===== config.mk =====
export PLATFORM = sky130hd
export DESIGN_NAME = modular_exponentiation_ladder_unit
export DESIGN_NICKNAME = d
export VERILOG_FILES = /design/src/sv/mel_pkg.sv /design/src/sv/mel_mulmod.sv /design/src/sv/mel_datapath.sv /design/src/sv/mel_control.sv /design/src/sv/modular_exponentiation_ladder_unit.sv
export SDC_FILE = /design/constraint.sdc
export NUM_CORES = 2
export LEC_CHECK = 0
export BUFFER_PORTS_ARGS = -buffer_cell sky130_fd_sc_hd__buf_2
export CORE_MARGIN = 2
export CORE_UTILIZATION = 30
export DETAILED_ROUTE_END_ITERATION = 6
export HOLD_SLACK_MARGIN = 0.02
export PLACE_DENSITY_LB_ADDON = 0.08
export SLEW_MARGIN = 20
export SYNTH_ARGS = -nofsm -noshare
export SYNTH_HDL_FRONTEND = slang
export SYNTH_HIERARCHICAL = 1
export SYNTH_SLANG_ARGS = --single-unit

===== constraint.sdc =====
create_clock -name clock -period 16.85 [get_ports clock]
set_clock_uncertainty 0.2 [all_clocks]
set_input_delay 0.8425 -clock clock [delete_from_list [all_inputs] [get_ports clock]]
set_output_delay 0.8425 -clock clock [all_outputs]
set_load 0.01 [all_outputs]

===== src/sv/mel_pkg.sv =====
`timescale 1ns / 1ps
// Shared widths, command/status types for the modular exponentiation ladder unit.
// No dependencies.
package mel_pkg;

   localparam int FIELD_W = 64;
   localparam int OPND_W  = 64;
   localparam int CNT_W   = $clog2(OPND_W + 1);

   typedef enum logic [1:0] {
      MUL_REDUCE = 2'd0,
      MUL_INIT   = 2'd1,
      MUL_LADDER = 2'd2
   } mul_mode_type;

   typedef enum logic [1:0] {
      RSP_ERROR  = 2'd0,
      RSP_ONE    = 2'd1,
      RSP_LADDER = 2'd2
   } rsp_kind_type;

   typedef struct packed {
      logic         load;
      logic         expo_shift;
      logic         mul_start;
      mul_mode_type mul_mode;
      logic         mul_write;
      logic         rsp_load;
      rsp_kind_type rsp_kind;
   } dp_cmd_type;

   typedef struct packed {
      logic mod_zero;
      logic expo_zero;
      logic expo_msb;
      logic bits_done;
      logic mul_idle;
   } dp_status_type;

endpackage


===== src/sv/mel_mulmod.sv =====
`timescale 1ns / 1ps
// Shift-add modular multiplier: one multiplier bit per cycle.
// Depends on mel_pkg.
module mel_mulmod
   import mel_pkg::*;
(
   input  logic              clock,
   input  logic              reset,
   input  logic              start,
   input  logic [OPND_W-1:0] a_value,
   input  logic [OPND_W-1:0] b_value,
   input  logic [OPND_W-1:0] m_value,
   output logic              idle,
   output logic [OPND_W-1:0] product
);

   logic [OPND_W-1:0] a_ff, a_in;
   logic [OPND_W-1:0] b_ff, b_in;
   logic [OPND_W-1:0] m_ff, m_in;
   logic [OPND_W-1:0] acc_ff, acc_in;
   logic [CNT_W-1:0]  cnt_ff, cnt_in;
   logic              busy_ff, busy_in;

   logic [OPND_W:0]   dbl_sum;
   logic [OPND_W-1:0] dbl_red;
   logic [OPND_W:0]   add_sum;
   logic [OPND_W-1:0] add_red;

   always_comb begin
      dbl_sum = {1'b0, acc_ff} + {1'b0, acc_ff};
      if (dbl_sum >= {1'b0, m_ff}) begin
         dbl_red = OPND_W'(dbl_sum - {1'b0, m_ff});
      end else begin
         dbl_red = dbl_sum[OPND_W-1:0];
      end
      add_sum = {1'b0, dbl_red} + {1'b0, b_ff};
      if (add_sum >= {1'b0, m_ff}) begin
         add_red = OPND_W'(add_sum - {1'b0, m_ff});
      end else begin
         add_red = add_sum[OPND_W-1:0];
      end
   end

   always_comb begin
      a_in    = a_ff;
      b_in    = b_ff;
      m_in    = m_ff;
      acc_in  = acc_ff;
      cnt_in  = cnt_ff;
      busy_in = busy_ff;
      if (start) begin
         a_in    = a_value;
         b_in    = b_value;
         m_in    = m_value;
         acc_in  = '0;
         cnt_in  = CNT_W'(OPND_W);
         busy_in = 1'b1;
      end else if (busy_ff) begin
         a_in   = {a_ff[OPND_W-2:0], 1'b0};
         acc_in = a_ff[OPND_W-1] ? add_red : dbl_red;
         cnt_in = cnt_ff - CNT_W'(1);
         if (cnt_ff == CNT_W'(1)) begin
            busy_in = 1'b0;
         end
      end
   end

   always_ff @(posedge clock) begin
      if (reset) begin
         busy_ff <= 1'b0;
         cnt_ff  <= '0;
      end else begin
         busy_ff <= busy_in;
         cnt_ff  <= cnt_in;
      end
      a_ff   <= a_in;
      b_ff   <= b_in;
      m_ff   <= m_in;
      acc_ff <= acc_in;
   end

   assign idle    = ~busy_ff;
   assign product = acc_ff;

endmodule


===== src/sv/mel_datapath.sv =====
`timescale 1ns / 1ps
// Datapath: operand registers, ladder residues, two modular multipliers, result register.
// Depends on mel_pkg and mel_mulmod.
module mel_datapath
   import mel_pkg::*;
(
   input  logic               clock,
   input  logic               reset,
   input  dp_cmd_type         cmd,
   output dp_status_type      status,
   input  logic [FIELD_W-1:0] req_base_value,
   input  logic [FIELD_W-1:0] req_exponent_value,
   input  logic [FIELD_W-1:0] req_modulus_value,
   output logic               rsp_valid,
   output logic [FIELD_W-1:0] rsp_power_mod,
   output logic               rsp_modulus_zero
);

   logic [OPND_W-1:0]  base_ff, base_in;
   logic [OPND_W-1:0]  expo_ff, expo_in;
   logic [OPND_W-1:0]  mod_ff, mod_in;
   logic [OPND_W-1:0]  r0_ff, r0_in;
   logic [OPND_W-1:0]  r1_ff, r1_in;
   logic [CNT_W-1:0]   left_ff, left_in;
   logic               rsp_valid_ff, rsp_valid_in;
   logic [FIELD_W-1:0] rsp_pm_ff, rsp_pm_in;
   logic               rsp_mz_ff, rsp_mz_in;

   logic [OPND_W-1:0] mul_a_a, mul_a_b, mul_b_op, prod_a, prod_b;
   logic              idle_a, idle_b;
   logic              ladder_bit;

   assign ladder_bit = expo_ff[OPND_W-1];

   always_comb begin
      if (cmd.mul_mode == MUL_REDUCE) begin
         mul_a_a = base_ff;
         mul_a_b = OPND_W'(1);
      end else begin
         mul_a_a = r0_ff;
         mul_a_b = r1_ff;
      end
      if (cmd.mul_mode == MUL_LADDER && ladder_bit) begin
         mul_b_op = r1_ff;
      end else begin
         mul_b_op = r0_ff;
      end
   end

   mel_mulmod u_mul_a (
      .clock   (clock),
      .reset   (reset),
      .start   (cmd.mul_start),
      .a_value (mul_a_a),
      .b_value (mul_a_b),
      .m_value (mod_ff),
      .idle    (idle_a),
      .product (prod_a)
   );

   mel_mulmod u_mul_b (
      .clock   (clock),
      .reset   (reset),
      .start   (cmd.mul_start),
      .a_value (mul_b_op),
      .b_value (mul_b_op),
      .m_value (mod_ff),
      .idle    (idle_b),
      .product (prod_b)
   );

   always_comb begin
      base_in      = base_ff;
      expo_in      = expo_ff;
      mod_in       = mod_ff;
      r0_in        = r0_ff;
      r1_in        = r1_ff;
      left_in      = left_ff;
      rsp_valid_in = 1'b0;
      rsp_pm_in    = rsp_pm_ff;
      rsp_mz_in    = rsp_mz_ff;
      if (cmd.load) begin
         base_in = req_base_value[OPND_W-1:0];
         expo_in = req_exponent_value[OPND_W-1:0];
         mod_in  = req_modulus_value[OPND_W-1:0];
         left_in = CNT_W'(OPND_W);
      end
      if (cmd.expo_shift) begin
         expo_in = {expo_ff[OPND_W-2:0], 1'b0};
         left_in = left_ff - CNT_W'(1);
      end
      if (cmd.mul_write) begin
         case (cmd.mul_mode)
            MUL_REDUCE: begin
               r0_in = prod_a;
            end
            MUL_INIT: begin
               r1_in = prod_b;
            end
            MUL_LADDER: begin
               if (ladder_bit) begin
                  r0_in = prod_a;
                  r1_in = prod_b;
               end else begin
                  r1_in = prod_a;
                  r0_in = prod_b;
               end
            end
            default: begin
               r0_in = r0_ff;
            end
         endcase
      end
      if (cmd.rsp_load) begin
         rsp_valid_in = 1'b1;
         case (cmd.rsp_kind)
            RSP_ERROR: begin
               rsp_pm_in = '0;
               rsp_mz_in = 1'b1;
            end
            RSP_ONE: begin
               rsp_pm_in = (mod_ff == OPND_W'(1)) ? '0 : FIELD_W'(1);
               rsp_mz_in = 1'b0;
            end
            RSP_LADDER: begin
               rsp_pm_in = FIELD_W'(r0_ff);
               rsp_mz_in = 1'b0;
            end
            default: begin
               rsp_pm_in = '0;
               rsp_mz_in = 1'b0;
            end
         endcase
      end
   end

   always_ff @(posedge clock) begin
      if (reset) begin
         rsp_valid_ff <= 1'b0;
      end else begin
         rsp_valid_ff <= rsp_valid_in;
      end
      base_ff   <= base_in;
      expo_ff   <= expo_in;
      mod_ff    <= mod_in;
      r0_ff     <= r0_in;
      r1_ff     <= r1_in;
      left_ff   <= left_in;
      rsp_pm_ff <= rsp_pm_in;
      rsp_mz_ff <= rsp_mz_in;
   end

   assign status.mod_zero  = (mod_ff == '0);
   assign status.expo_zero = (expo_ff == '0);
   assign status.expo_msb  = ladder_bit;
   assign status.bits_done = (left_ff == '0);
   assign status.mul_idle  = idle_a & idle_b;

   assign rsp_valid        = rsp_valid_ff;
   assign rsp_power_mod    = rsp_pm_ff;
   assign rsp_modulus_zero = rsp_mz_ff;

endmodule


===== src/sv/mel_control.sv =====
`timescale 1ns / 1ps
// Sequencer for the ladder: checks, exponent normalize, reduce, init square, ladder steps.
// Depends on mel_pkg.
module mel_control
   import mel_pkg::*;
(
   input  logic          clock,
   input  logic          reset,
   input  logic          start,
   output logic          busy,
   input  dp_status_type status,
   output dp_cmd_type    cmd
);

   typedef enum logic [9:0] {
      ST_IDLE       = 10'b0000000001,
      ST_CHECK      = 10'b0000000010,
      ST_NORM       = 10'b0000000100,
      ST_RED_START  = 10'b0000001000,
      ST_RED_WAIT   = 10'b0000010000,
      ST_INIT_START = 10'b0000100000,
      ST_INIT_WAIT  = 10'b0001000000,
      ST_LOOP       = 10'b0010000000,
      ST_STEP_START = 10'b0100000000,
      ST_STEP_WAIT  = 10'b1000000000
   } state_type;

   state_type state_ff, state_in;

   always_comb begin
      state_in     = state_ff;
      cmd          = '0;
      cmd.mul_mode = MUL_LADDER;
      cmd.rsp_kind = RSP_LADDER;
      case (state_ff)
         ST_IDLE: begin
            if (start) begin
               cmd.load = 1'b1;
               state_in = ST_CHECK;
            end
         end
         ST_CHECK: begin
            if (status.mod_zero) begin
               cmd.rsp_load = 1'b1;
               cmd.rsp_kind = RSP_ERROR;
               state_in     = ST_IDLE;
            end else if (status.expo_zero) begin
               cmd.rsp_load = 1'b1;
               cmd.rsp_kind = RSP_ONE;
               state_in     = ST_IDLE;
            end else begin
               state_in = ST_NORM;
            end
         end
         ST_NORM: begin
            // shift up to the top set bit, then once more to drop it
            cmd.expo_shift = 1'b1;
            if (status.expo_msb) begin
               state_in = ST_RED_START;
            end
         end
         ST_RED_START: begin
            cmd.mul_start = 1'b1;
            cmd.mul_mode  = MUL_REDUCE;
            state_in      = ST_RED_WAIT;
         end
         ST_RED_WAIT: begin
            cmd.mul_mode = MUL_REDUCE;
            if (status.mul_idle) begin
               cmd.mul_write = 1'b1;
               state_in      = ST_INIT_START;
            end
         end
         ST_INIT_START: begin
            cmd.mul_start = 1'b1;
            cmd.mul_mode  = MUL_INIT;
            state_in      = ST_INIT_WAIT;
         end
         ST_INIT_WAIT: begin
            cmd.mul_mode = MUL_INIT;
            if (status.mul_idle) begin
               cmd.mul_write = 1'b1;
               state_in      = ST_LOOP;
            end
         end
         ST_LOOP: begin
            if (status.bits_done) begin
               cmd.rsp_load = 1'b1;
               cmd.rsp_kind = RSP_LADDER;
               state_in     = ST_IDLE;
            end else begin
               state_in = ST_STEP_START;
            end
         end
         ST_STEP_START: begin
            cmd.mul_start = 1'b1;
            state_in      = ST_STEP_WAIT;
         end
         ST_STEP_WAIT: begin
            if (status.mul_idle) begin
               cmd.mul_write  = 1'b1;
               cmd.expo_shift = 1'b1;
               state_in       = ST_LOOP;
            end
         end
         default: begin
            state_in = ST_IDLE;
         end
      endcase
   end

   always_ff @(posedge clock) begin
      if (reset) begin
         state_ff <= ST_IDLE;
      end else begin
         state_ff <= state_in;
      end
   end

   assign busy = (state_ff != ST_IDLE);

endmodule


===== src/sv/modular_exponentiation_ladder_unit.sv =====
`timescale 1ns / 1ps
// Top level: modular exponentiation by Montgomery ladder, controller plus datapath.
// Depends on mel_pkg, mel_control, mel_datapath.
//
//   channel   ports                                         transfer when
//   request   start, busy, req_base_value, req_exponent_value,
//             req_modulus_value                             start & !busy
//   response  rsp_valid, rsp_power_mod, rsp_modulus_zero    rsp_valid (one cycle)
//
// One item at a time. Modulus zero or exponent zero: the check state loads the result
// into the response register. Otherwise: normalize, base reduce and first square (one
// multiplier bit per cycle), then one ladder step per exponent bit below the top set bit.
// The two shift-add multipliers set the run time.
// Synchronous active-high reset returns the sequencer to idle; the receiver cannot stall.
module modular_exponentiation_ladder_unit
   import mel_pkg::*;
(
   input  logic               clock,
   input  logic               reset,
   input  logic               start,
   output logic               busy,
   input  logic [FIELD_W-1:0] req_base_value,
   input  logic [FIELD_W-1:0] req_exponent_value,
   input  logic [FIELD_W-1:0] req_modulus_value,
   output logic               rsp_valid,
   output logic [FIELD_W-1:0] rsp_power_mod,
   output logic               rsp_modulus_zero
);

   dp_cmd_type    cmd;
   dp_status_type status;

   mel_control u_control (
      .clock  (clock),
      .reset  (reset),
      .start  (start),
      .busy   (busy),
      .status (status),
      .cmd    (cmd)
   );

   mel_datapath u_datapath (
      .clock              (clock),
      .reset              (reset),
      .cmd                (cmd),
      .status             (status),
      .req_base_value     (req_base_value),
      .req_exponent_value (req_exponent_value),
      .req_modulus_value  (req_modulus_value),
      .rsp_valid          (rsp_valid),
      .rsp_power_mod      (rsp_power_mod),
      .rsp_modulus_zero   (rsp_modulus_zero)
   );

endmodule


==> reports/qor.txt <==
status: finished clean
Hold Path Depth: 1
critical path type: reg -> reg
placed instance area: 0.06744 sq mm
first-pass GRT wire length: 374.4 mm
die area: 0.2155 sq mm
power per cell area: 212.5 mW/mm^2
f_max: 82.65 MHz
crit path launch: u_datapath/u_mul_b/product[32]$_SDFFE_PP0P_
fill count: 21498
crit path max-delay cell type: o41ai_1
H-tree Lvls: 3
boundary pin count: 262
CP startpoint kind: flop
layout cell share with drive strength beyond 1: 0.1316
latest clock arrival within the worst-skew pair: 760 ps
DIE WIDTH: 464.2 microns
leakage: 27.75 nW
Arr. time, crit path: 12500 ps
clock sink total: 931
DRT iter0 DRCs: 4927
via count: 52986
HP Class: in -> reg
Core Area: 0.2100 sq mm
cts bufs inserted: 108
First-pass DRT Iterations: 6
Slew HR: 0.2773
number of routed nets with antenna violations: 0
Syn Nets: 7249
design area: 0.07155 sq mm
initial antenna violation count: 18
Routed WL: 264.9 mm
GP Congestion: 0.9795
vias in the first global route: 50645
CP most frequent cell: ha_1
post_cts resized: 0
smallest setup slack after layout: 4751 ps
chip height: 464.2 microns
Mean Syn Cell Area: 9.550 sq um
multi-input logic area: 0.03475 sq mm
Hold Path Origin: req_modulus_value[41]
minimum clock period: 12100 ps
RSZ-0062 raised after global routing: false
P&R area growth vs syn: 12.60%
crit-path max FO: 49
critical path required time: 17250 ps
Hold Path Sink: u_datapath/mod_ff[41]$_DFFE_PP_
Syn Inst Count: 6654
Worst R2R Start: u_datapath/u_mul_b/product[32]$_SDFFE_PP0P_
Worst path max stage delay: 810 ps
largest net degree at the start of global routing: 127
max_cap viols: 0
initial core utilization: 0.3026
HPWL after DPL: 209.7 mm
final hold vios: 0
buffer depth of the longest clock path: 3
pre-CTS setup slack: 4544 ps
gr ovfl total: 0
crit end category: flop
warnings from Yosys: 6
Reg2Reg Depth: 34
internal reg-to-reg setup slack: 4750 ps
Root Driver: clkbuf_16
Worst-path clk slew: 60 ps
Final Max Slew Viols: 0
Rows: 168
setup TNS: 0 ps
Worst R2R End: u_datapath/u_mul_b/product[29]$_SDFFE_PP0P_
vias per inst: 5.473
Synth Cell Area: 0.06355 sq mm
Synth top area share: 0.3662
Wirelength per Cell: 27.36 microns
number of synthesized flops with an enable pin: 775
overall routing resource usage: 0.2377
Reg area: 0.02640 sq mm
CTS tree: built
ys async rst share: 0
DRC Markers: 0
peak supply drop: 0.1879 mV
fin crit share: 0.7180
slew of the pin with the lowest slew margin: 1077 ps
Port Buffer Count: 261
Synth area leaders: edfxtp_1 (37%), ha_1 (7.8%), nand2_1 (5.5%)
sequential area share after synthesis: 0.4154
Finish-stage setup viols: 0
Synth Register Bits: 931
Final #Nets: 7381
Post-synth top flop: edfxtp_1
Distinct cells, synth: 111
cell type with the largest total area after synthesis: edfxtp_1
-- synthesized netlist by cell type, drive strengths merged, types with 57 or more instances --
cell / count
o211ai: 110
dfxtp: 156
nor3: 97
nor4: 65
xnor2: 205
o21ai: 358
clkbuf: 245
nor2b: 111
nand3: 103
mux2: 305
nand4: 115
edfxtp: 775
nor2: 345
a21o: 195
nand2b: 57
and3: 62
a21oi: 550
nand2: 942
a22o: 70
xor2: 150
o21bai: 81
buf: 109
a31oi: 62
inv: 268
ha: 394
and2: 105
-- metrics by stage --
step / power [mW] / hold WS, ps / cells / util
6_report: 15.20 / 78.58 / 9682 / 0.3408
5_1_grt: 16.27 / 38.64 / 9681 / 0.3407
4_1_cts: 15.14 / 20.39 / 9680 / 0.3407
3_5_place_dp: 12.60 / 290.2 / 9426 / 0.3212
3_3_place_gp: 12.72 / 283.4 / 9425 / 0.3211
2_1_floorplan: 9.892 / 245.4 / 6654 / -
-- how the worst max path moves through the flow --
stage               cells after the start                                          end
finish                                 34  u_datapath/u_mul_b/product[29]$_SDFFE_PP0P_
global route                           33  u_datapath/u_mul_a/product[10]$_SDFFE_PP0P_
CTS                                    35  u_datapath/u_mul_b/product[29]$_SDFFE_PP0P_
detailed placement                     34  u_datapath/u_mul_b/product[29]$_SDFFE_PP0P_
global placement                       34  u_datapath/u_mul_b/product[29]$_SDFFE_PP0P_
floorplan                              10     u_datapath/u_mul_b/a_ff[0]$_SDFFCE_PN0P_
-- power by group --
part           switching (mW)  leakage [nW]  internal, mW
Clock                    1.05          1.70          1.38
Sequential              0.399          8.38          2.81
Combinational            6.13          17.7          3.43
Total                    7.58          27.8          7.62
-- layout by cell type (no fill, tap or decap), types with 55 or more instances in the layout --
cell type	Yosys	routed
nand2_1	938	937
edfxtp_1	775	775
a21oi_1	541	541
ha_1	394	392
nor2_1	343	336
o21ai_0	308	307
mux2_2	294	294
inv_1	268	266
buf_2	82	262
xnor2_1	205	205
a21o_1	195	194
dfxtp_1	156	154
xor2_1	150	150
nand4_1	114	114
nor2b_1	111	109
clkbuf_16	0	108
o211ai_1	107	107
and2_1	105	104
nand3_1	102	102
nor3_1	95	95
o21bai_1	81	81
a22o_1	70	70
and3_1	62	62
a31oi_1	59	59
buf_4	11	58
nor4_1	60	56
dlygate4sd3_1	0	55
nand2b_1	56	55
-- layout make-up --
cell class,count,share of cell area
clock inverter,60,0.009932
antenna,2,0.00006994
multi-input combinational,5101,0.4857
sequential,931,0.3689
clock buffer,139,0.03982
tap,2805,0.04905
inverter,268,0.01413
timing repair buffer,376,0.03238
-- logic make-up (layout without fill, tap and decap cells) --
| logic type | Yosys count | in the layout | synth area share |
|---|---|---|---|
| xor gates and xnor gates | 355 | 355 | 0.04893 |
| and+or+nand+nor | 2127 | 2127 | 0.1579 |
| other | 0 | 2 | 0 |
| DFF | 931 | 931 | 0.4154 |
| buffers and inverters | 622 | 843 | 0.04036 |
| AOI/OAI and AO/OA | 1876 | 1876 | 0.1980 |
| muxes | 343 | 343 | 0.06003 |
| adders and majority gates | 400 | 400 | 0.07947 |
-- flip-flops by register name, summed over array words and instances, names as in the netlist --
register                     count
u_datapath/left_ff               7
u_datapath/base_ff              64
u_datapath/u_mul_b/a_ff         64
u_datapath/u_mul_a/b_ff         64
u_datapath/u_mul_b/m_ff         64
u_control/state_ff              10
u_datapath/rsp_valid             1
u_datapath/u_mul_b/busy_ff       1
u_datapath/u_mul_a/a_ff         64
u_datapath/u_mul_a/cnt_ff        7
u_datapath/u_mul_b/product      64
u_datapath/u_mul_a/m_ff         64
u_datapath/rsp_modulus_zero      1
u_datapath/u_mul_a/busy_ff       1
u_datapath/u_mul_a/product      64
u_datapath/expo_ff              64
u_datapath/r0_ff                64
u_datapath/u_mul_b/b_ff         64
u_datapath/mod_ff               64
u_datapath/r1_ff                64
u_datapath/u_mul_b/cnt_ff        7
u_datapath/rsp_power_mod        64
-- worst max-delay path: cells and delay by family (launching register included) --
family / cells / cell delay [ps]
XOR/XNOR: 1 / 240
multiplexers: 2 / 920
AO/OA/AOI/OAI: 14 / 4330
adder cells (fa/ha/maj): 3 / 1120
AND/OR/NAND/NOR: 11 / 3580
buffers and inverters: 3 / 870
flip-flops: 1 / 600
-- per-layer routing --
layer	routed length, microns	GRT usage	up-vias
met2	113800	0.3564	1545
met4	5578	0.05044	0
met3	12820	0.02431	226
met1	132700	0.3642	26287
li1	-	-	24928
met5	0	0	-
-- timing repair --
item,4_1_cts,5_1_grt
buffers inserted,0,0
hold buffers,55,0
hold endpoints to repair,55,0
No activity file was read; power rests on OpenSTA's default activity.
